[src/rtl/gtl_pkg.sv]
// Shared types, constants and helpers for the grid tile layout block.
package gtl_pkg;

  localparam int CNT_W      = 5;
  localparam int ROWS_W     = 4;
  localparam int DIM_W      = 14;
  localparam int COORD_W    = 16;
  localparam int GAP_W      = 10;
  localparam int MARG_W     = 12;
  localparam int CFG_IDX_W  = 3;
  localparam int CFG_DATA_W = 14;

  // Reciprocal of 3 for a 14-bit dividend: q = (v * RECIP3) >> RECIP3_SHIFT
  localparam int RECIP_W      = 16;
  localparam int RECIP3_SHIFT = 17;
  localparam logic [RECIP_W-1:0] RECIP3 = 16'd43691;
  localparam int PROD_W       = DIM_W + RECIP_W;

  typedef logic [CNT_W-1:0]   cnt_t;
  typedef logic [ROWS_W-1:0]  rows_t;
  typedef logic [DIM_W-1:0]   dim_t;
  typedef logic [COORD_W-1:0] coord_t;
  typedef logic [1:0]         cols_t;

  localparam cols_t COLS_ONE   = 2'd1;
  localparam cols_t COLS_TWO   = 2'd2;
  localparam cols_t COLS_THREE = 2'd3;

  // Row patterns for counts 4, 5 and 6, indexed by count[1:0]
  localparam cols_t SMALL_ROWS [3][2] = '{
    '{COLS_TWO,   COLS_TWO},
    '{COLS_TWO,   COLS_THREE},
    '{COLS_THREE, COLS_THREE}
  };

  typedef enum logic [CFG_IDX_W-1:0] {
    CFG_MARGIN_LEFT   = 3'd0,
    CFG_MARGIN_RIGHT  = 3'd1,
    CFG_MARGIN_TOP    = 3'd2,
    CFG_MARGIN_BOTTOM = 3'd3,
    CFG_TILE_GAP      = 3'd4,
    CFG_SCREEN_WIDTH  = 3'd5,
    CFG_SCREEN_HEIGHT = 3'd6
  } cfg_idx_t;

  typedef struct packed {
    logic [MARG_W-1:0] margin_left;
    logic [MARG_W-1:0] margin_right;
    logic [MARG_W-1:0] margin_top;
    logic [MARG_W-1:0] margin_bottom;
    logic [GAP_W-1:0]  tile_gap;
    dim_t              screen_width;
    dim_t              screen_height;
  } cfg_t;

  // One layout request after classification
  typedef struct packed {
    cnt_t  cnt;
    dim_t  usable_w;
    dim_t  h_base;
    rows_t h_rem;
  } job_t;

  typedef struct packed {
    coord_t tile_x;
    coord_t tile_y;
    dim_t   tile_width;
    dim_t   tile_height;
    logic   last_tile;
  } tile_t;

  typedef enum logic [1:0] {
    FR_IDLE,
    FR_PREP,
    FR_DIV,
    FR_PUSH
  } front_state_t;

  typedef enum logic [2:0] {
    BK_IDLE,
    BK_ROW,
    BK_MUL,
    BK_SPLIT,
    BK_TILE
  } back_state_t;

  // Number of rows for a nonzero count: 2 for counts 4..6, else ceil(count/3)
  function automatic rows_t rows_for(input cnt_t cnt);
    logic [10:0] prod;
    prod = (11'(cnt) + 11'd2) * 11'd43;
    if (cnt inside {[5'd4:5'd6]}) begin
      return rows_t'(2);
    end
    return rows_t'(prod >> 7);
  endfunction

endpackage

[src/rtl/gtl_fifo.sv]
// Small first-word-fall-through queue built from registers.
module gtl_fifo #(
  parameter int WIDTH = 8,
  parameter int DEPTH = 2
) (
  input  logic             clk,
  input  logic             rst_n,
  input  logic             push,
  input  logic [WIDTH-1:0] din,
  output logic             full,
  input  logic             pop,
  output logic [WIDTH-1:0] dout,
  output logic             empty
);

  localparam int PTR_W = (DEPTH > 1) ? $clog2(DEPTH) : 1;
  localparam logic [PTR_W-1:0] LAST_PTR = PTR_W'(DEPTH - 1);
  localparam logic [PTR_W:0]   DEPTH_CNT = (PTR_W + 1)'(DEPTH);

  logic [WIDTH-1:0] mem_r [DEPTH];
  logic [PTR_W-1:0] wr_ptr_r;
  logic [PTR_W-1:0] rd_ptr_r;
  logic [PTR_W:0]   cnt_r;
  logic             do_push;
  logic             do_pop;

  assign full    = (cnt_r == DEPTH_CNT);
  assign empty   = (cnt_r == '0);
  assign do_push = push && !full;
  assign do_pop  = pop && !empty;
  assign dout    = mem_r[rd_ptr_r];

  always_ff @(posedge clk) begin
    if (do_push) begin
      mem_r[wr_ptr_r] <= din;
    end
  end

  always_ff @(posedge clk) begin
    if (!rst_n) begin
      wr_ptr_r <= '0;
      rd_ptr_r <= '0;
      cnt_r    <= '0;
    end else begin
      if (do_push) begin
        wr_ptr_r <= (wr_ptr_r == LAST_PTR) ? '0 : wr_ptr_r + 1'b1;
      end
      if (do_pop) begin
        rd_ptr_r <= (rd_ptr_r == LAST_PTR) ? '0 : rd_ptr_r + 1'b1;
      end
      if (do_push && !do_pop) begin
        cnt_r <= cnt_r + 1'b1;
      end else if (do_pop && !do_push) begin
        cnt_r <= cnt_r - 1'b1;
      end
    end
  end

endmodule

[src/rtl/gtl_front.sv]
// Front end: takes a request, sizes the usable area and splits the height by rows.
module gtl_front #(
  parameter int MAX_WINDOWS = 16
) (
  input  logic          clk,
  input  logic          rst_n,
  input  gtl_pkg::cfg_t cfg,
  input  logic          push,
  input  gtl_pkg::cnt_t window_count,
  output logic          full,
  output logic          job_push,
  output gtl_pkg::job_t job,
  input  logic          job_full
);

  localparam int CNT_CAP  = (MAX_WINDOWS < 31) ? MAX_WINDOWS : 31;
  localparam int BITCNT_W = $clog2(gtl_pkg::DIM_W);
  localparam logic [BITCNT_W-1:0] LAST_BIT = BITCNT_W'(gtl_pkg::DIM_W - 1);

  gtl_pkg::front_state_t state_r, state_nxt;

  gtl_pkg::cnt_t          cnt_sat;
  gtl_pkg::cnt_t          cnt_r;
  gtl_pkg::rows_t         nrows_r;
  gtl_pkg::dim_t          usable_w_r;
  gtl_pkg::dim_t          quo_r;
  logic [gtl_pkg::ROWS_W:0] rem_r;
  logic [BITCNT_W-1:0]    bit_cnt_r;

  logic [gtl_pkg::DIM_W-1:0] lr_sum;
  logic [gtl_pkg::DIM_W-1:0] tb_sum;
  gtl_pkg::dim_t          usable_w;
  gtl_pkg::dim_t          inner_h;
  gtl_pkg::dim_t          gap_h;
  gtl_pkg::dim_t          usable_h;
  logic [gtl_pkg::ROWS_W:0] rem_sh;
  logic [gtl_pkg::ROWS_W:0] divisor;
  logic                   ge;
  logic                   accept;

  assign cnt_sat = (int'(window_count) > CNT_CAP) ? gtl_pkg::cnt_t'(CNT_CAP) : window_count;
  assign accept  = push && (state_r == gtl_pkg::FR_IDLE);

  // Usable area; each size clamps at zero
  assign lr_sum   = gtl_pkg::DIM_W'(cfg.margin_left) + gtl_pkg::DIM_W'(cfg.margin_right);
  assign tb_sum   = gtl_pkg::DIM_W'(cfg.margin_top) + gtl_pkg::DIM_W'(cfg.margin_bottom);
  assign usable_w = (cfg.screen_width > lr_sum) ? cfg.screen_width - lr_sum : '0;
  assign inner_h  = (cfg.screen_height > tb_sum) ? cfg.screen_height - tb_sum : '0;
  assign gap_h    = gtl_pkg::DIM_W'(cfg.tile_gap) * gtl_pkg::DIM_W'(nrows_r - 1'b1);
  assign usable_h = (inner_h > gap_h) ? inner_h - gap_h : '0;

  // One quotient bit per cycle
  assign divisor = {1'b0, nrows_r};
  assign rem_sh  = {rem_r[gtl_pkg::ROWS_W-1:0], quo_r[gtl_pkg::DIM_W-1]};
  assign ge      = (rem_sh >= divisor);

  always_comb begin
    state_nxt = state_r;
    case (state_r)
      gtl_pkg::FR_IDLE: begin
        if (push && cnt_sat != '0) begin
          state_nxt = gtl_pkg::FR_PREP;
        end
      end
      gtl_pkg::FR_PREP: state_nxt = gtl_pkg::FR_DIV;
      gtl_pkg::FR_DIV: begin
        if (bit_cnt_r == '0) begin
          state_nxt = gtl_pkg::FR_PUSH;
        end
      end
      gtl_pkg::FR_PUSH: begin
        if (!job_full) begin
          state_nxt = gtl_pkg::FR_IDLE;
        end
      end
      default: state_nxt = gtl_pkg::FR_IDLE;
    endcase
  end

  always_comb begin
    full     = (state_r != gtl_pkg::FR_IDLE);
    job_push = (state_r == gtl_pkg::FR_PUSH) && !job_full;
  end

  assign job.cnt      = cnt_r;
  assign job.usable_w = usable_w_r;
  assign job.h_base   = quo_r;
  assign job.h_rem    = rem_r[gtl_pkg::ROWS_W-1:0];

  always_ff @(posedge clk) begin
    if (!rst_n) begin
      state_r <= gtl_pkg::FR_IDLE;
    end else begin
      state_r <= state_nxt;
    end
  end

  always_ff @(posedge clk) begin
    if (accept) begin
      cnt_r   <= cnt_sat;
      nrows_r <= gtl_pkg::rows_for(cnt_sat);
    end
    case (state_r)
      gtl_pkg::FR_PREP: begin
        usable_w_r <= usable_w;
        quo_r      <= usable_h;
        rem_r      <= '0;
        bit_cnt_r  <= LAST_BIT;
      end
      gtl_pkg::FR_DIV: begin
        rem_r     <= ge ? rem_sh - divisor : rem_sh;
        quo_r     <= {quo_r[gtl_pkg::DIM_W-2:0], ge};
        bit_cnt_r <= bit_cnt_r - 1'b1;
      end
      default: ;
    endcase
  end

endmodule

[src/rtl/gtl_back.sv]
// Back end: walks the rows of a job and emits one rectangle per window.
module gtl_back (
  input  logic           clk,
  input  logic           rst_n,
  input  gtl_pkg::cfg_t  cfg,
  input  logic           job_empty,
  input  gtl_pkg::job_t  job,
  output logic           job_pop,
  output logic           tile_push,
  output gtl_pkg::tile_t tile,
  input  logic           tile_full
);

  gtl_pkg::back_state_t state_r, state_nxt;

  gtl_pkg::job_t   job_r;
  gtl_pkg::rows_t  row_r;
  gtl_pkg::cnt_t   left_r;
  gtl_pkg::cols_t  col_r;
  gtl_pkg::cols_t  cols_r;
  gtl_pkg::dim_t   row_w_r;
  gtl_pkg::dim_t   h_r;
  logic [gtl_pkg::PROD_W-1:0] prod_r;
  gtl_pkg::dim_t   w_base_r;
  gtl_pkg::cols_t  w_rem_r;
  gtl_pkg::coord_t x_r;
  gtl_pkg::coord_t y_r;

  gtl_pkg::cols_t  cols;
  gtl_pkg::dim_t   gap_w;
  gtl_pkg::dim_t   row_w;
  gtl_pkg::dim_t   h;
  gtl_pkg::dim_t   q;
  gtl_pkg::cols_t  w_rem;
  gtl_pkg::dim_t   w;
  logic            last;
  logic            row_done;
  logic            emit;

  // Tiles in the current row
  always_comb begin
    if (job_r.cnt inside {[5'd4:5'd6]}) begin
      cols = gtl_pkg::SMALL_ROWS[job_r.cnt[1:0]][row_r[0]];
    end else if (left_r >= gtl_pkg::cnt_t'(3)) begin
      cols = gtl_pkg::COLS_THREE;
    end else begin
      cols = left_r[1:0];
    end
  end

  assign gap_w = (cols == gtl_pkg::COLS_THREE) ? gtl_pkg::DIM_W'({cfg.tile_gap, 1'b0}) :
                 (cols == gtl_pkg::COLS_TWO)   ? gtl_pkg::DIM_W'(cfg.tile_gap) : '0;
  assign row_w = (job_r.usable_w > gap_w) ? job_r.usable_w - gap_w : '0;
  assign h     = job_r.h_base + gtl_pkg::DIM_W'(row_r < job_r.h_rem);

  // Split the row width over 1, 2 or 3 tiles
  always_comb begin
    case (cols_r)
      gtl_pkg::COLS_THREE: begin
        q     = gtl_pkg::DIM_W'(prod_r >> gtl_pkg::RECIP3_SHIFT);
        w_rem = 2'(row_w_r - {q[gtl_pkg::DIM_W-2:0], 1'b0} - q);
      end
      gtl_pkg::COLS_TWO: begin
        q     = row_w_r >> 1;
        w_rem = {1'b0, row_w_r[0]};
      end
      default: begin
        q     = row_w_r;
        w_rem = '0;
      end
    endcase
  end

  assign w        = w_base_r + gtl_pkg::DIM_W'(col_r < w_rem_r);
  assign last     = (left_r == gtl_pkg::cnt_t'(1));
  assign row_done = (col_r == cols_r - 1'b1);
  assign emit     = (state_r == gtl_pkg::BK_TILE) && !tile_full;

  always_comb begin
    state_nxt = state_r;
    case (state_r)
      gtl_pkg::BK_IDLE: begin
        if (!job_empty) begin
          state_nxt = gtl_pkg::BK_ROW;
        end
      end
      gtl_pkg::BK_ROW:   state_nxt = gtl_pkg::BK_MUL;
      gtl_pkg::BK_MUL:   state_nxt = gtl_pkg::BK_SPLIT;
      gtl_pkg::BK_SPLIT: state_nxt = gtl_pkg::BK_TILE;
      gtl_pkg::BK_TILE: begin
        if (!tile_full) begin
          if (last) begin
            state_nxt = gtl_pkg::BK_IDLE;
          end else if (row_done) begin
            state_nxt = gtl_pkg::BK_ROW;
          end
        end
      end
      default: state_nxt = gtl_pkg::BK_IDLE;
    endcase
  end

  always_comb begin
    job_pop   = (state_r == gtl_pkg::BK_IDLE) && !job_empty;
    tile_push = emit;
  end

  // Coordinates stay below 65536 for every register setting, so no clipping is needed
  assign tile.tile_x      = x_r;
  assign tile.tile_y      = y_r;
  assign tile.tile_width  = w;
  assign tile.tile_height = h_r;
  assign tile.last_tile   = last;

  always_ff @(posedge clk) begin
    if (!rst_n) begin
      state_r <= gtl_pkg::BK_IDLE;
    end else begin
      state_r <= state_nxt;
    end
  end

  always_ff @(posedge clk) begin
    case (state_r)
      gtl_pkg::BK_IDLE: begin
        job_r  <= job;
        left_r <= job.cnt;
        row_r  <= '0;
        y_r    <= gtl_pkg::COORD_W'(cfg.margin_top);
      end
      gtl_pkg::BK_ROW: begin
        cols_r  <= cols;
        row_w_r <= row_w;
        h_r     <= h;
        col_r   <= '0;
        x_r     <= gtl_pkg::COORD_W'(cfg.margin_left);
      end
      gtl_pkg::BK_MUL: begin
        prod_r <= row_w_r * gtl_pkg::RECIP3;
      end
      gtl_pkg::BK_SPLIT: begin
        w_base_r <= q;
        w_rem_r  <= w_rem;
      end
      gtl_pkg::BK_TILE: begin
        if (emit) begin
          x_r    <= x_r + gtl_pkg::COORD_W'(w) + gtl_pkg::COORD_W'(cfg.tile_gap);
          col_r  <= col_r + 1'b1;
          left_r <= left_r - 1'b1;
          if (row_done) begin
            y_r   <= y_r + gtl_pkg::COORD_W'(h_r) + gtl_pkg::COORD_W'(cfg.tile_gap);
            row_r <= row_r + 1'b1;
          end
        end
      end
      default: ;
    endcase
  end

endmodule

[src/rtl/grid_tile_layout.sv]
// Top level of the grid tile layout block: config registers, front, job queue, back, result queue.
//
// Usage: write the seven layout registers through cfg_wr_en/cfg_index/cfg_wdata while the
// block is idle; indexes past the list are dropped. A request beat (window count) is taken
// when push is high and full is low. The block answers with one rectangle beat per window,
// in window order, through a result queue: the oldest rectangle sits on out_* while empty
// is low and leaves on a cycle with pop high. last_tile marks the final beat of a request.
// A count of zero is taken and produces nothing; counts above MAX_WINDOWS saturate.
// Flow: the front holds full per request through one setup step, a bit-serial division of
// the usable height by the row count and one push into the job queue, so it takes no new
// request until the last one is in the job queue. The back takes a job, then for each row
// steps through width, reciprocal multiply and split before it emits one tile per window.
// A two-beat job queue lets the front take the next request while the back still works.
// When the receiver stops popping, the result queue fills, the back waits, and the front
// stays in its push step with full high once the job queue is also full; nothing is
// dropped. Reset empties both queues, returns both sequencers to idle and loads the
// registers with zero margins and gap and a 1920 x 1080 screen.
module grid_tile_layout #(
  parameter int MAX_WINDOWS = 16
) (
  input  logic                             clk,
  input  logic                             rst_n,
  input  logic                             cfg_wr_en,
  input  logic [gtl_pkg::CFG_IDX_W-1:0]    cfg_index,
  input  logic [gtl_pkg::CFG_DATA_W-1:0]   cfg_wdata,
  input  logic                             push,
  output logic                             full,
  input  logic [gtl_pkg::CNT_W-1:0]        in_window_count,
  output logic                             empty,
  input  logic                             pop,
  output logic [gtl_pkg::COORD_W-1:0]      out_tile_x,
  output logic [gtl_pkg::COORD_W-1:0]      out_tile_y,
  output logic [gtl_pkg::DIM_W-1:0]        out_tile_width,
  output logic [gtl_pkg::DIM_W-1:0]        out_tile_height,
  output logic                             out_last_tile
);

  localparam int JOB_DEPTH  = 2;
  localparam int TILE_DEPTH = 2;
  localparam int JOB_BITS   = $bits(gtl_pkg::job_t);
  localparam int TILE_BITS  = $bits(gtl_pkg::tile_t);

  gtl_pkg::cfg_t  cfg_r;

  logic           job_push;
  logic           job_full;
  logic           job_pop;
  logic           job_empty;
  gtl_pkg::job_t  job_in;
  gtl_pkg::job_t  job_out;
  logic [JOB_BITS-1:0] job_out_bits;

  logic           tile_push;
  logic           tile_full;
  gtl_pkg::tile_t tile_in;
  gtl_pkg::tile_t tile_out;
  logic [TILE_BITS-1:0] tile_out_bits;

  // Layout registers: user must write values only while no request is in flight; no check here
  always_ff @(posedge clk) begin
    if (!rst_n) begin
      cfg_r.margin_left   <= '0;
      cfg_r.margin_right  <= '0;
      cfg_r.margin_top    <= '0;
      cfg_r.margin_bottom <= '0;
      cfg_r.tile_gap      <= '0;
      cfg_r.screen_width  <= gtl_pkg::DIM_W'(1920);
      cfg_r.screen_height <= gtl_pkg::DIM_W'(1080);
    end else if (cfg_wr_en) begin
      case (cfg_index)
        gtl_pkg::CFG_MARGIN_LEFT:   cfg_r.margin_left   <= cfg_wdata[gtl_pkg::MARG_W-1:0];
        gtl_pkg::CFG_MARGIN_RIGHT:  cfg_r.margin_right  <= cfg_wdata[gtl_pkg::MARG_W-1:0];
        gtl_pkg::CFG_MARGIN_TOP:    cfg_r.margin_top    <= cfg_wdata[gtl_pkg::MARG_W-1:0];
        gtl_pkg::CFG_MARGIN_BOTTOM: cfg_r.margin_bottom <= cfg_wdata[gtl_pkg::MARG_W-1:0];
        gtl_pkg::CFG_TILE_GAP:      cfg_r.tile_gap      <= cfg_wdata[gtl_pkg::GAP_W-1:0];
        gtl_pkg::CFG_SCREEN_WIDTH:  cfg_r.screen_width  <= cfg_wdata[gtl_pkg::DIM_W-1:0];
        gtl_pkg::CFG_SCREEN_HEIGHT: cfg_r.screen_height <= cfg_wdata[gtl_pkg::DIM_W-1:0];
        default: ;
      endcase
    end
  end

  // Front: classify the request, size the area, divide the height
  gtl_front #(
    .MAX_WINDOWS (MAX_WINDOWS)
  ) u_front (
    .clk          (clk),
    .rst_n        (rst_n),
    .cfg          (cfg_r),
    .push         (push),
    .window_count (in_window_count),
    .full         (full),
    .job_push     (job_push),
    .job          (job_in),
    .job_full     (job_full)
  );

  gtl_fifo #(
    .WIDTH (JOB_BITS),
    .DEPTH (JOB_DEPTH)
  ) u_job_q (
    .clk   (clk),
    .rst_n (rst_n),
    .push  (job_push),
    .din   (job_in),
    .full  (job_full),
    .pop   (job_pop),
    .dout  (job_out_bits),
    .empty (job_empty)
  );

  assign job_out = gtl_pkg::job_t'(job_out_bits);

  // Back: row walk and per-tile output
  gtl_back u_back (
    .clk       (clk),
    .rst_n     (rst_n),
    .cfg       (cfg_r),
    .job_empty (job_empty),
    .job       (job_out),
    .job_pop   (job_pop),
    .tile_push (tile_push),
    .tile      (tile_in),
    .tile_full (tile_full)
  );

  // Result queue decouples the back from the receiver
  gtl_fifo #(
    .WIDTH (TILE_BITS),
    .DEPTH (TILE_DEPTH)
  ) u_tile_q (
    .clk   (clk),
    .rst_n (rst_n),
    .push  (tile_push),
    .din   (tile_in),
    .full  (tile_full),
    .pop   (pop),
    .dout  (tile_out_bits),
    .empty (empty)
  );

  assign tile_out        = gtl_pkg::tile_t'(tile_out_bits);
  assign out_tile_x      = tile_out.tile_x;
  assign out_tile_y      = tile_out.tile_y;
  assign out_tile_width  = tile_out.tile_width;
  assign out_tile_height = tile_out.tile_height;
  assign out_last_tile   = tile_out.last_tile;

endmodule
[config.mk]
export PLATFORM = sky130hd
export DESIGN_NAME = grid_tile_layout
export DESIGN_NICKNAME = d
export VERILOG_FILES = /design/src/rtl/gtl_pkg.sv /design/src/rtl/gtl_fifo.sv /design/src/rtl/gtl_front.sv /design/src/rtl/gtl_back.sv /design/src/rtl/grid_tile_layout.sv
export SDC_FILE = /design/constraint.sdc
export NUM_CORES = 1
export LEC_CHECK = 0
export BUFFER_PORTS_ARGS = -buffer_cell sky130_fd_sc_hd__buf_4
export CORE_ASPECT_RATIO = 1.25
export CORE_UTILIZATION = 49
export DETAILED_ROUTE_END_ITERATION = 10
export PLACE_DENSITY = 0.71
export SYNTH_ARGS = -nofsm -noshare
export SYNTH_HDL_FRONTEND = slang
export SYNTH_SLANG_ARGS = --single-unit
[constraint.sdc]
create_clock -name clk -period 8.6 [get_ports clk]
set_input_delay 1.72 -clock clk [delete_from_list [all_inputs] [get_ports clk]]
set_output_delay 1.72 -clock clk [all_outputs]
set_load 0.1 [all_outputs]
[After elaboration in Yosys (flattened, before gate mapping)]
Memories as Yosys holds them, arrays and structs flattened. A register that Yosys moved wholly into a read port is not among the register bits.
Index checks and enable logic that the tools add are counted.
Widths: inputs -> output; s select.
Operators by class
  add/subtract/negate cells: 30
  multipliers: 3
  div/mod/pow operators: 0
  magnitude comparators: 15
  equality and inequality tests: 29
  shift-type cells: 0
  mux-type cells: 60
  bitwise logic cells: 2
  reductions and logical operators: 48
Operator list (count)
  $pmux 16 s2: 2
  $gt 14x14->1: 4
  $pmux 14 s2: 2
  $sub 14x14->14: 4
  $mux 16: 3
  $mux 14: 3
  $add 16x10->16: 2
  $add 16x14->16: 2
  $mul 14x16->30 const B: 1
  $add 14x1->14: 2
  $mux 4: 7
  $add 12x12->13: 2
  $mux 2: 13
  $pmux 4 s2: 3
  $reduce_and 2->1: 9
  $eq 2x2->1 const B: 8
  $logic_and 1x1->1: 15
  $pmux 3 s5: 1
  $mul 10x14->14: 1
  $mux 1: 14
  $eq 3x2->1 const B: 4
  $eq 3x3->1 const B: 4
  $mux 3: 4
  $reduce_bool 2->1: 6
  41 further kinds: 71
Word-level totals
  register bits after elaboration: 300
  bits in latches: 0
  bits in writable memories: 196
  bits in read-only memories: 0
  input port bits: 27
  output and inout port bits: 63
  memories: 2
Memory list
  u_tile_q.mem_r: words 2, width 61, read ports 1, clocked after memory_dff 1, wr ports 1, line gtl_fifo.sv:20  | logic [WIDTH-1:0] mem_r [DEPTH];
  u_job_q.mem_r: words 2, width 37, read ports 1, clocked after memory_dff 1, wr ports 1, line gtl_fifo.sv:20

[Logic depth before layout (Yosys ltp)]
Gate-level depths: netlist (run 1).
  word-level depth: 12
  depth in mapped cells: 31
  depth with buffers taken out: 28

[By module]
A second synthesis (run 1) with hierarchy kept.
Second synthesis, totals
  cell total of the unflattened synthesis: 2599
  area total of the unflattened synthesis: 29748.5 um2
Modules (own cells, without submodules)
  gtl_back: times used 1, cells each 1107, area each 11737.5 um2
  gtl_front: times used 1, cells each 827, area each 7279.5 um2
  gtl_fifo at u_tile_q: times used 1, cells each 215, area each 4619.4 um2
  grid_tile_layout: times used 1, cells each 310, area each 3211.8 um2
  gtl_fifo at u_job_q: times used 1, cells each 140, area each 2900.3 um2

[Worst setup path after synthesis (run 1)]
OpenSTA, ideal clock, no wires.
  kind: register to register
  start point: register u_front.nrows_r[0]
  end point: register u_front.quo_r[0] (data pin)
  library setup time: 278 ps
  arrival time: 6673 ps
  data required time: 8322 ps
  path slack: 1649 ps
  cell stages (with the launch flop): 29
  path buffers: 3
  period minus slack after synthesis: 6951 ps
  cell sequence: edfxtp_1 > clkbuf_1 > inv_1 > ha_1 > and3_1 > clkbuf_1 > and2_1 > fa_1 > inv_1 > fa_1 > inv_1 > fa_1 > fa_1 > inv_1 > fa_1 > inv_1 > ha_1 > a21o_1 > o21a_1 > or2_2 > ha_1 > a21o_1 > a21oi_1 > nor2b_1 > a2111oi_4 > nor4_2 > inv_2 > buf_8 > o22ai_2
Between the ends
  word-level cells in the longest chain between the ends: 5
Ends and longest elaborated chain
  from (decl): line gtl_front.sv:24  | gtl_pkg::rows_t nrows_r;
  from (signal assigned): line gtl_front.sv:101  | nrows_r <= gtl_pkg::rows_for(cnt_sat);
  $sub 4x1->5: line gtl_front.sv:49  | assign gap_h = gtl_pkg::DIM_W'(cfg.tile_gap) * gtl_pkg::DIM_W'(nrows_r - 1'b1);
  $mul 10x14->14: line gtl_front.sv:49
  $sub 14x14->14 or $gt 14x14->1 (tied branches): line gtl_front.sv:50  | assign usable_h = (inner_h > gap_h) ? inner_h - gap_h : '0;
  $mux 14: line gtl_front.sv:50
  $pmux 14 s2 *: line gtl_front.sv:103  | case (state_r)
  to (signal assigned): line gtl_front.sv:106  | quo_r <= usable_h;
  to (signal assigned): line gtl_front.sv:112  | quo_r <= {quo_r[gtl_pkg::DIM_W-2:0], ge};
  to (decl): line gtl_front.sv:26  | gtl_pkg::dim_t quo_r;
Every way passes the cells marked *; elsewhere a longest branch is shown, timed or not.
A chain may end at the register's enable or synchronous reset.

[Worst setup path in the final report (run 1)]
  start point: register u_front.nrows_r[0]
  end point: register u_front.quo_r[3] (data pin)
Between the ends
  word-level cells in the longest chain between the ends: 5
Ends and longest elaborated chain (line)
  $sub 4x1->5 *: gtl_front.sv:49
  $mul 10x14->14 *: gtl_front.sv:49
  $sub 14x14->14 or $gt 14x14->1 (tied branches): gtl_front.sv:50
  $mux 14 *: gtl_front.sv:50
  $pmux 14 s2 *: gtl_front.sv:103
Marks and branches as above.

==> results of run 1 <==
[metrics by stage]
step                setup slack (ns)  instances  hold slack (ns)
floorplan                      1.649       2692           0.4215
global placement               1.235       3498           0.4249
detailed placement             1.189       3498           0.4321
CTS                            1.164       3590           0.4486
global route                  0.7848       3590           0.4662
finish                         1.125       3590           0.4455
[flip-flops by register name, indices dropped and copies added (netlist names), 3 cells and up, named ones only]
signal and count:
cfg_r 86, u_back.h_r 14, u_back.job_r 37, u_back.left_r 5, u_back.prod_r 13, u_back.row_r 4, u_back.row_w_r 14, u_back.state_r 3
u_back.w_base_r 14, u_back.x_r 16, u_back.y_r 16, u_front.bit_cnt_r 4, u_front.cnt_r 5, u_front.nrows_r 4, u_front.quo_r 14, u_front.rem_r 4
u_front.usable_w_r 14, u_job_q.mem_r 74, u_tile_q.mem_r 122
[kinds of logic (layout without fill, tap and decap cells)]
kind of cell,count (synthesis),count (layout)
buffers and inverters,342,475
flip-flops,481,481
multiplexers,103,103
AND/OR/NAND/NOR,760,760
XOR/XNOR,161,161
AO/OA/AOI/OAI,414,414
adder cells (fa/ha/maj),428,428
other,2,3
[layout make-up]
type,count,area [um^2],area share (%)
clock buffer,61,1323,4.019
clock inverter,31,407.9,1.239
inverter,282,1059,3.216
multi-input combinational,1869,14970,45.49
sequential,481,13430,40.82
tap,765,957.2,2.909
timing repair buffer,101,758.2,2.304
[critical path, stage by stage, from the launching register on]
cell,delay (ns)
edfxtp_1,0.53
inv_1,0.19
ha_1,0.20
and3_1,0.42
nand2_1,0.17
inv_1,0.14
fa_1,0.43
inv_1,0.28
fa_1,0.46
inv_1,0.08
fa_1,0.45
fa_1,0.55
inv_1,0.05
fa_1,0.50
inv_1,0.04
ha_1,0.35
a21o_1,0.21
o21a_1,0.19
or2_2,0.30
ha_1,0.34
a21o_1,0.23
a21oi_1,0.16
nor2b_1,0.09
a2111oi_4,0.33
nor4_2,0.09
inv_2,0.28
o21ai_0,0.14
[how the worst max path moves through the flow]
stage,from,slack [ns],to,depth (start not counted)
2_1_floorplan,u_front.nrows_r[0]$_SDFFCE_PP0P_,1.65,u_front.quo_r[0]$_DFFE_PP_,28
3_3_place_gp,u_front.nrows_r[0]$_SDFFCE_PP0P_,1.23,u_front.quo_r[13]$_DFFE_PP_,24
3_5_place_dp,u_front.nrows_r[0]$_SDFFCE_PP0P_,1.19,u_front.quo_r[3]$_DFFE_PP_,26
4_1_cts,u_front.nrows_r[0]$_SDFFCE_PP0P_,1.16,u_front.quo_r[3]$_DFFE_PP_,26
5_1_grt,u_front.nrows_r[0]$_SDFFCE_PP0P_,0.78,u_front.quo_r[3]$_DFFE_PP_,24
6_report,u_front.nrows_r[0]$_SDFFCE_PP0P_,1.12,u_front.quo_r[3]$_DFFE_PP_,26
[metal layers]
metal / part of all wire [%] / wire (um) / track usage, % / up-vias
met5: 0 / 0 / 0 / -
met1: 41 / 27860 / 27.68 / 9620
met2: 49 / 32750 / 37.97 / 557
li1: - / - / - / 9516
met4: 3.7 / 2468 / 8.618 / 0
met3: 6.4 / 4283 / 4.064 / 143
[cell usage in the layout, fill, tap and decap left out, types with 6 or more instances in the layout]
cell type	synthesis	layout
o21bai_1	10	10
ha_1	293	293
nand2_1	358	358
clkbuf_1	55	8
edfxtp_1	380	380
clkinv_2	0	6
clkbuf_16	0	50
bufinv_16	0	7
nand4_1	11	11
nor3_1	40	40
clkinvlp_4	0	7
and2_1	22	22
inv_1	280	280
xor2_1	71	71
mux2_2	99	99
nor2_1	160	158
o211ai_1	8	8
a21oi_1	169	169
and3_1	19	18
nor4_1	7	7
dfxtp_1	101	100
nand3_1	42	42
fa_1	135	135
o21ai_0	80	80
o21a_1	13	13
buf_4	0	101
xnor2_1	90	90
nor2b_1	27	27
a21o_1	37	37
or2_2	7	7
o21ai_2	9	9
a31oi_1	9	9
a22oi_1	13	13
a211oi_1	9	9
or3_1	18	18
nand2b_1	36	36
==> results.yml, run 1 <==
cells_and_area:
  n_antenna_cell: 0
  drive_above_1_share_pct: 11.36
  fin_util_pct: 55.14
  fin_area_um2: 32910
  layout.nets: 3239
  fillCellCount: 4930
  syn2layout_area_growth_pct: 10.89
detailed_routing:
  ant_nets: 0
  wl_um: 67370
  vias: 19840
  wl_per_cell_um: 18.77
  firstDrtPassIters: 5
  drt_iter0_markers: 1087
  drc_errors: 0
  post_drt_via_cell_ratio: 5.525
grt:
  antenna_found_initial: 1
  grt_pass1_wl_um: 107200
  grt_usage_pct: 22.17
  grt_pass1_vias: 19970
  grt_max_degree: 79
  gr-total-overflow: 0
clock_network:
  clk_pin_slew_ns: 0.06
  numCtsBuffers: 49
  h-tree-depth: 2
  cts_buffer_depth: 3
  cts.sinks: 481
  cts_tree: "yes"
  hold_buffers: 0
  post_cts_buffers: 0
  clock-root-buffer: "clkbuf_16"
  clk_latency_ns: 0.60
  postCtsResizedCells: 0
die:
  start_util_pct: 49.73
  core-area_um2: 59680
  die_x_um: 222.1
  io_pins: 90
  dieArea_um2: 61560
  row_count: 100
  die_h_um: 277.2
outcome:
  status: "completed"
hold_path:
  hold_path_depth: 0
  hp-start: "u_front.usable_w_r[11]$_SDFFCE_PP0N_"
  min_to: "u_job_q.mem_r[0][29]$_DFFE_PP_"
  hold_path_class: "reg2reg"
placed_design:
  numPortBuffers: 89
  gp_congestion: 0.9138
  place_area_um2: 31180
  hpwl_um: 52040
timing:
  slew_violations: 0
  setup_tns_ns: 0
  fmax_ghz: 0.1338
  min_period_ns: 7.475
  fin_skew_ns: 0.03081
  hold_viol_final: 0
  tightest_slew_ns: 1.302
  slew-limit-headroom_pct: 12.54
  setup_violations: 0
  fin_crit_sh_pct: 86.92
  rsz0062_at_grt: "false"
logic_synthesis:
  synthTopCellsByCount: "edfxtp_1, nand2_1, ha_1"
  synthArstFlopShare_pct: 0
  synth_top_area_share_pct: 38.45
  ys.flop_type: "edfxtp_1"
  synth_most_common_cell: "edfxtp_1"
  synth_top_cell_by_area: "edfxtp_1"
  synthTopCellsByArea: "edfxtp_1, ha_1, fa_1"
  synth_enable_flop_cells: 380
  syn_area_um2: 29680
  ys_ff_latch: 481
  syn_inst: 2691
  synth_fa_ha_area_share_pct: 21.46
  synth_xor_area_share_pct: 4.751
  synth.avg_cell_area_um2: 11.03
  synth-compound-area-share_pct: 8.812
  ys_seq_area_share_pct: 45.26
  synth.area.mux_share_pct: 3.891
  synthDistinctLibCells: 78
  yosysWarnings: 0
  synth_simple_gate_area_share_pct: 11.42
  synth_top_family_by_area: "adder cells"
critical_path:
  end_kind: "flop"
  ff2ff_setup_slack_ns: 1.12
  rr_startpoint: "u_front.nrows_r[0]$_SDFFCE_PP0P_"
  crit_arrival_ns: 7.80
  r2r_cells: 26
  required_ns: 8.93
  reg2reg_to: "u_front.quo_r[3]$_DFFE_PP_"
  critPathMaxFanout: 13
  cp-start-kind: "flop"
  crit_type: "reg2reg"
run:
  cap_violations: 0
Power of run 1 is left out: the tool's default activity adds up to more than one toggle a clock period on the data nets, which glitch-free logic cannot reach.
==> inputs of run 2 (changes only) <==
--- a/config.mk
+++ b/config.mk
@@ -7,9 +7,9 @@
 export LEC_CHECK = 0
 export BUFFER_PORTS_ARGS = -buffer_cell sky130_fd_sc_hd__buf_4
 export CORE_ASPECT_RATIO = 1.25
-export CORE_UTILIZATION = 49
+export CORE_UTILIZATION = 60
 export DETAILED_ROUTE_END_ITERATION = 10
-export PLACE_DENSITY = 0.71
+export PLACE_DENSITY = 0.83
 export SYNTH_ARGS = -nofsm -noshare
 export SYNTH_HDL_FRONTEND = slang
 export SYNTH_SLANG_ARGS = --single-unit
==> run 2 against run 1 <==
Against the previous run:
- setup slack improved by 0.028 ns
- highest routed layer is now met5
- clock skew fell by 0.019 ns
- sequential share of layout area grew 0.47 points
- die area shrank 18%
- register-to-register slack improved by 0.03 ns
- routed wire length barely moved
- critical path depth is 1 higher
==> results.yml, run 2 (synthesized netlist as in run 1, its figures left out) <==
die:
  dieArea_um2: 50360
  core-area_um2: 48530
  io_pins: 90
  start_util_pct: 61.15
  die_x_um: 200.9
  row_count: 90
  die_h_um: 250.7
run:
  cap_violations: 0
detailed_routing:
  wl_um: 67410
  vias: 20110
  wl_per_cell_um: 19.46
  post_drt_via_cell_ratio: 5.806
  firstDrtPassIters: 5
  drt_iter0_markers: 1624
  drc_errors: 0
  ant_nets: 0
cells_and_area:
  final_cell_mix: "edfxtp_1, nand2_1, ha_1, inv_1, a21oi_1"
  n_antenna_cell: 0
  fillCellCount: 3529
  largest_reg_flops: 122
  drive_above_1_share_pct: 11.07
  top_register: "u_tile_q.mem_r"
  largestRegisters: "u_tile_q.mem_r x122, cfg_r x86, u_job_q.mem_r x74"
  syn2layout_area_growth_pct: 9.634
  layout_commonest_cell: "edfxtp_1"
  layout.nets: 3236
clock_network:
  postCtsResizedCells: 0
  clock-root-buffer: "clkbuf_16"
  post_cts_buffers: 0
  clk_latency_ns: 0.59
  cts_buffer_depth: 3
  clk_pin_slew_ns: 0.06
  h-tree-depth: 2
  cts.sinks: 481
  cts_tree: "yes"
  numCtsBuffers: 46
  hold_buffers: 0
critical_path:
  ff2ff_setup_slack_ns: 1.15
  worst_path_max_delay_cell: "edfxtp_1"
  path_depth: 27
  critPathBufInv: 7
  crit_arrival_ns: 7.77
  r2r_cells: 27
  end_kind: "flop"
  crit_type: "reg2reg"
  cpMostUsedCell: "inv_1"
  max_stage_delay_ns: 0.56
  crit_family: "adder cells"
  cp-start-kind: "flop"
  critPathMaxFanout: 13
  required_ns: 8.92
placed_design:
  gp_congestion: 0.9337
  numPortBuffers: 89
  hpwl_um: 51140
grt:
  grt_usage_pct: 27.46
  grt_max_degree: 92
  gr-total-overflow: 0
  grt_pass1_wl_um: 108600
  antenna_found_initial: 2
  grt_pass1_vias: 20860
timing:
  slew_violations: 0
  fin_skew_ns: 0.01162
  slew-limit-headroom_pct: 11.65
  min_period_ns: 7.447
  tightest_slew_ns: 1.315
  rsz0062_at_grt: "false"
  hold_viol_final: 0
  setup_violations: 0
  setup_tns_ns: 0
  fmax_ghz: 0.1343
  fin_crit_sh_pct: 86.60
hold_path:
  hold_path_class: "reg2reg"
  hold_path_depth: 0
outcome:
  status: "completed"
run 2: stage by stage:
step	util (%)	cells	worst slack, ns	hold WS, ns	cell area [um^2]
6_report	67.04	3463	1.153	0.4439	32540
4_1_cts	67.04	3463	1.158	0.4519	32540
3_3_place_gp	63.93	3377	1.268	0.4241	31030
3_5_place_dp	63.93	3377	1.202	0.4328	31030
2_1_floorplan	-	2692	1.649	0.4215	29680
5_1_grt	67.04	3463	0.6959	0.4603	32540
run 2: final timing paths:
path | startpoint | end
max | u_front.nrows_r[0]$_SDFFCE_PP0P_ | u_front.quo_r[2]$_DFFE_PP_
min | u_front.usable_w_r[10]$_SDFFCE_PP0N_ | u_job_q.mem_r[1][28]$_DFFE_PP_
max reg2reg | u_front.nrows_r[0]$_SDFFCE_PP0P_ | u_front.quo_r[2]$_DFFE_PP_
min reg2reg | u_front.usable_w_r[10]$_SDFFCE_PP0N_ | u_job_q.mem_r[1][28]$_DFFE_PP_
run 2: area by class of cell:
| type | count | area (um^2) | area share (%) |
|---|---|---|---|
| clock buffer | 54 | 1237 | 3.803 |
| clock inverter | 32 | 271.5 | 0.8345 |
| inverter | 282 | 1059 | 3.253 |
| multi-input combinational | 1869 | 14970 | 46.01 |
| sequential | 481 | 13430 | 41.29 |
| tap | 644 | 805.8 | 2.477 |
| timing repair buffer | 101 | 758.2 | 2.330 |
run 2: metal layers:
metal | part of all wire, % | track usage, %
met2 | 50 | 48.46
met5 | 0.042 | 0
met1 | 40 | 34.36
met4 | 3.5 | 10.23
met3 | 6.4 | 3.552
run 2: worst reg2reg max path, delay by kind of cell, from the launching register on:
| kind | cells | cell delay [ns] |
|---|---|---|
| fa+ha+maj | 8 | 3.30 |
| simple gates | 6 | 1.12 |
| compound gates | 6 | 1.14 |
| flops | 1 | 0.56 |
| buf+inv | 7 | 1.06 |
Power of run 2 is left out for the same reason.
==> inputs of run 3 (changes only) <==
--- a/config.mk
+++ b/config.mk
@@ -9,6 +9,7 @@
 export CORE_ASPECT_RATIO = 1.25
 export CORE_UTILIZATION = 60
 export DETAILED_ROUTE_END_ITERATION = 10
+export GPL_ROUTABILITY_DRIVEN = 0
 export PLACE_DENSITY = 0.83
 export SYNTH_ARGS = -nofsm -noshare
 export SYNTH_HDL_FRONTEND = slang
==> constraint.sdc (replaced) <==
create_clock -name clk -period 8.6 [get_ports clk]
set_input_delay 1.72 -clock clk [delete_from_list [all_inputs] [get_ports clk]]
set_output_delay 1.72 -clock clk [all_outputs]
set_load 0.02 [all_outputs]
==> run 3 against run 2 <==
Against the previous run:
- clock skew increased by 0.018 ns
- utilization decreased by 0.075 points
- global-route usage about the same
==> results.yml, run 3 (synthesized netlist as in run 1, its figures left out) <==
detailed_routing:
  wl_met1_um: 25840
  firstDrtPassIters: 6
  drc_errors: 0
  ant_nets: 0
  wl_um: 67740
  dr.max_layer_used: "met5"
  wl_met2_um: 33620
  wl_per_cell_um: 19.55
  drt_iter0_markers: 1788
  post_drt_via_cell_ratio: 5.967
  vias: 20680
  wl_met3_um: 5252
clock_network:
  h-tree-depth: 2
  cts_tree: "yes"
  postCtsResizedCells: 0
  post_cts_buffers: 0
  clock-root-buffer: "clkbuf_16"
  clk_pin_slew_ns: 0.06
  clk_latency_ns: 0.60
  hold_buffers: 0
  numCtsBuffers: 47
  cts_buffer_depth: 3
  cts.sinks: 481
cells_and_area:
  layout_commonest_cell: "edfxtp_1"
  largestRegisters: "u_tile_q.mem_r x122, cfg_r x86, u_job_q.mem_r x74"
  fillCellCount: 3405
  finalNonFillerCells: 3465
  multi_input_area_um2: 14970
  final_cell_mix: "edfxtp_1, nand2_1, ha_1, inv_1, a21oi_1"
  regArea_um2: 13430
  largest_reg_flops: 122
  top_register: "u_tile_q.mem_r"
  drive_above_1_share_pct: 11.03
  syn2layout_area_growth_pct: 9.511
  layout.nets: 3238
timing:
  slew_violations: 0
  setup_slack_ns: 0.9770
  tightest_slew_ns: 1.267
  fin_crit_sh_pct: 88.64
  worst_hold_slack_ns: 0.4460
  setup_tns_ns: 0
  rsz0062_at_grt: "false"
  setup_violations: 0
  slew-limit-headroom_pct: 14.89
  fmax_ghz: 0.1312
  min_period_ns: 7.623
  fin_skew_ns: 0.02989
  hold_viol_final: 0
grt:
  grt_usage_pct: 27.46
  gr-total-overflow: 0
  grt_pass1_wl_um: 109200
  antenna_found_initial: 3
  grt_max_degree: 86
  grt_pass1_vias: 21200
placed_design:
  numPortBuffers: 89
  placed_cells: 3377
  post-place-ws_ns: 1.151
  hpwl_um: 50740
critical_path:
  crit_type: "reg2reg"
  crit_arrival_ns: 7.93
  cp-start-kind: "flop"
  end_kind: "flop"
  required_ns: 8.91
  ff2ff_setup_slack_ns: 0.98
  critPathMaxFanout: 13
die:
  die_x_um: 200.9
  row_count: 90
  io_pins: 90
  die_h_um: 250.7
  start_util_pct: 61.15
  dieArea_um2: 50360
  core-area_um2: 48530
run:
  cap_violations: 0
outcome:
  status: "completed"
hold_path:
  hold_path_class: "reg2reg"
run 3: changes by cell type in the layout (fill, tap and decap cells not counted), sizes merged:
cell / previous run / this run
clkinvlp: 3 / 6
inv: 288 / 285
bufinv: 3 / 1
clkbuf: 54 / 56
buf: 101 / 102
diode: 0 / 1
run 3: stage by stage:
| step | cell area [um^2] | utilization, % |
|---|---|---|
| after global routing | 32500 | 66.96 |
| after floorplan | 29680 | - |
| after CTS | 32490 | 66.95 |
| after detailed placement | 31030 | 63.93 |
| final | 32500 | 66.96 |
| after global placement | 31030 | 63.93 |
run 3: routing by layer:
| metal | global-route usage [%] | vias to the layer above |
|---|---|---|
| met5 | 0 | - |
| met2 | 47.63 | 900 |
| met3 | 4.632 | 225 |
| li1 | - | 9504 |
| met1 | 33.68 | 10040 |
| met4 | 11.95 | 2 |
run 3: area by class of cell:
type / instances / area share [%]
multi-input cells: 1869 / 46.06
inverters: 282 / 3.257
flip-flops and latches: 481 / 41.34
repair buffers: 102 / 2.348
well taps: 644 / 2.479
clock inverters: 30 / 0.6275
diodes: 1 / 0.007700
clock buffers: 56 / 3.881
run 3: worst paths after layout:
kind / to / startpoint / cells after the start
max: u_front.quo_r[13]$_DFFE_PP_ / u_front.nrows_r[0]$_SDFFCE_PP0P_ / 24
min: u_job_q.mem_r[0][32]$_DFFE_PP_ / u_front.cnt_r[0]$_DFFE_PP_ / 0
max reg2reg: u_front.quo_r[13]$_DFFE_PP_ / u_front.nrows_r[0]$_SDFFCE_PP0P_ / 24
min reg2reg: u_job_q.mem_r[0][32]$_DFFE_PP_ / u_front.cnt_r[0]$_DFFE_PP_ / 0
run 3: worst max-delay path, cell delays in order (launching register included):
cell and delay, ns:
edfxtp_1 0.57, inv_1 0.16, ha_1 0.26, xor2_1 0.61
nand2_1 0.17, fa_1 0.50, fa_1 0.56, inv_1 0.06
fa_1 0.53, fa_1 0.56, inv_1 0.05, fa_1 0.50
inv_1 0.05, ha_1 0.35, a21o_1 0.22, o21a_1 0.19
or2_2 0.30, ha_1 0.35, a21o_1 0.22, a21oi_1 0.15
nor2b_1 0.09, a2111oi_4 0.34, nor4_2 0.09, inv_2 0.30
o21ai_0 0.16
Power of run 3 is left out for the same reason.
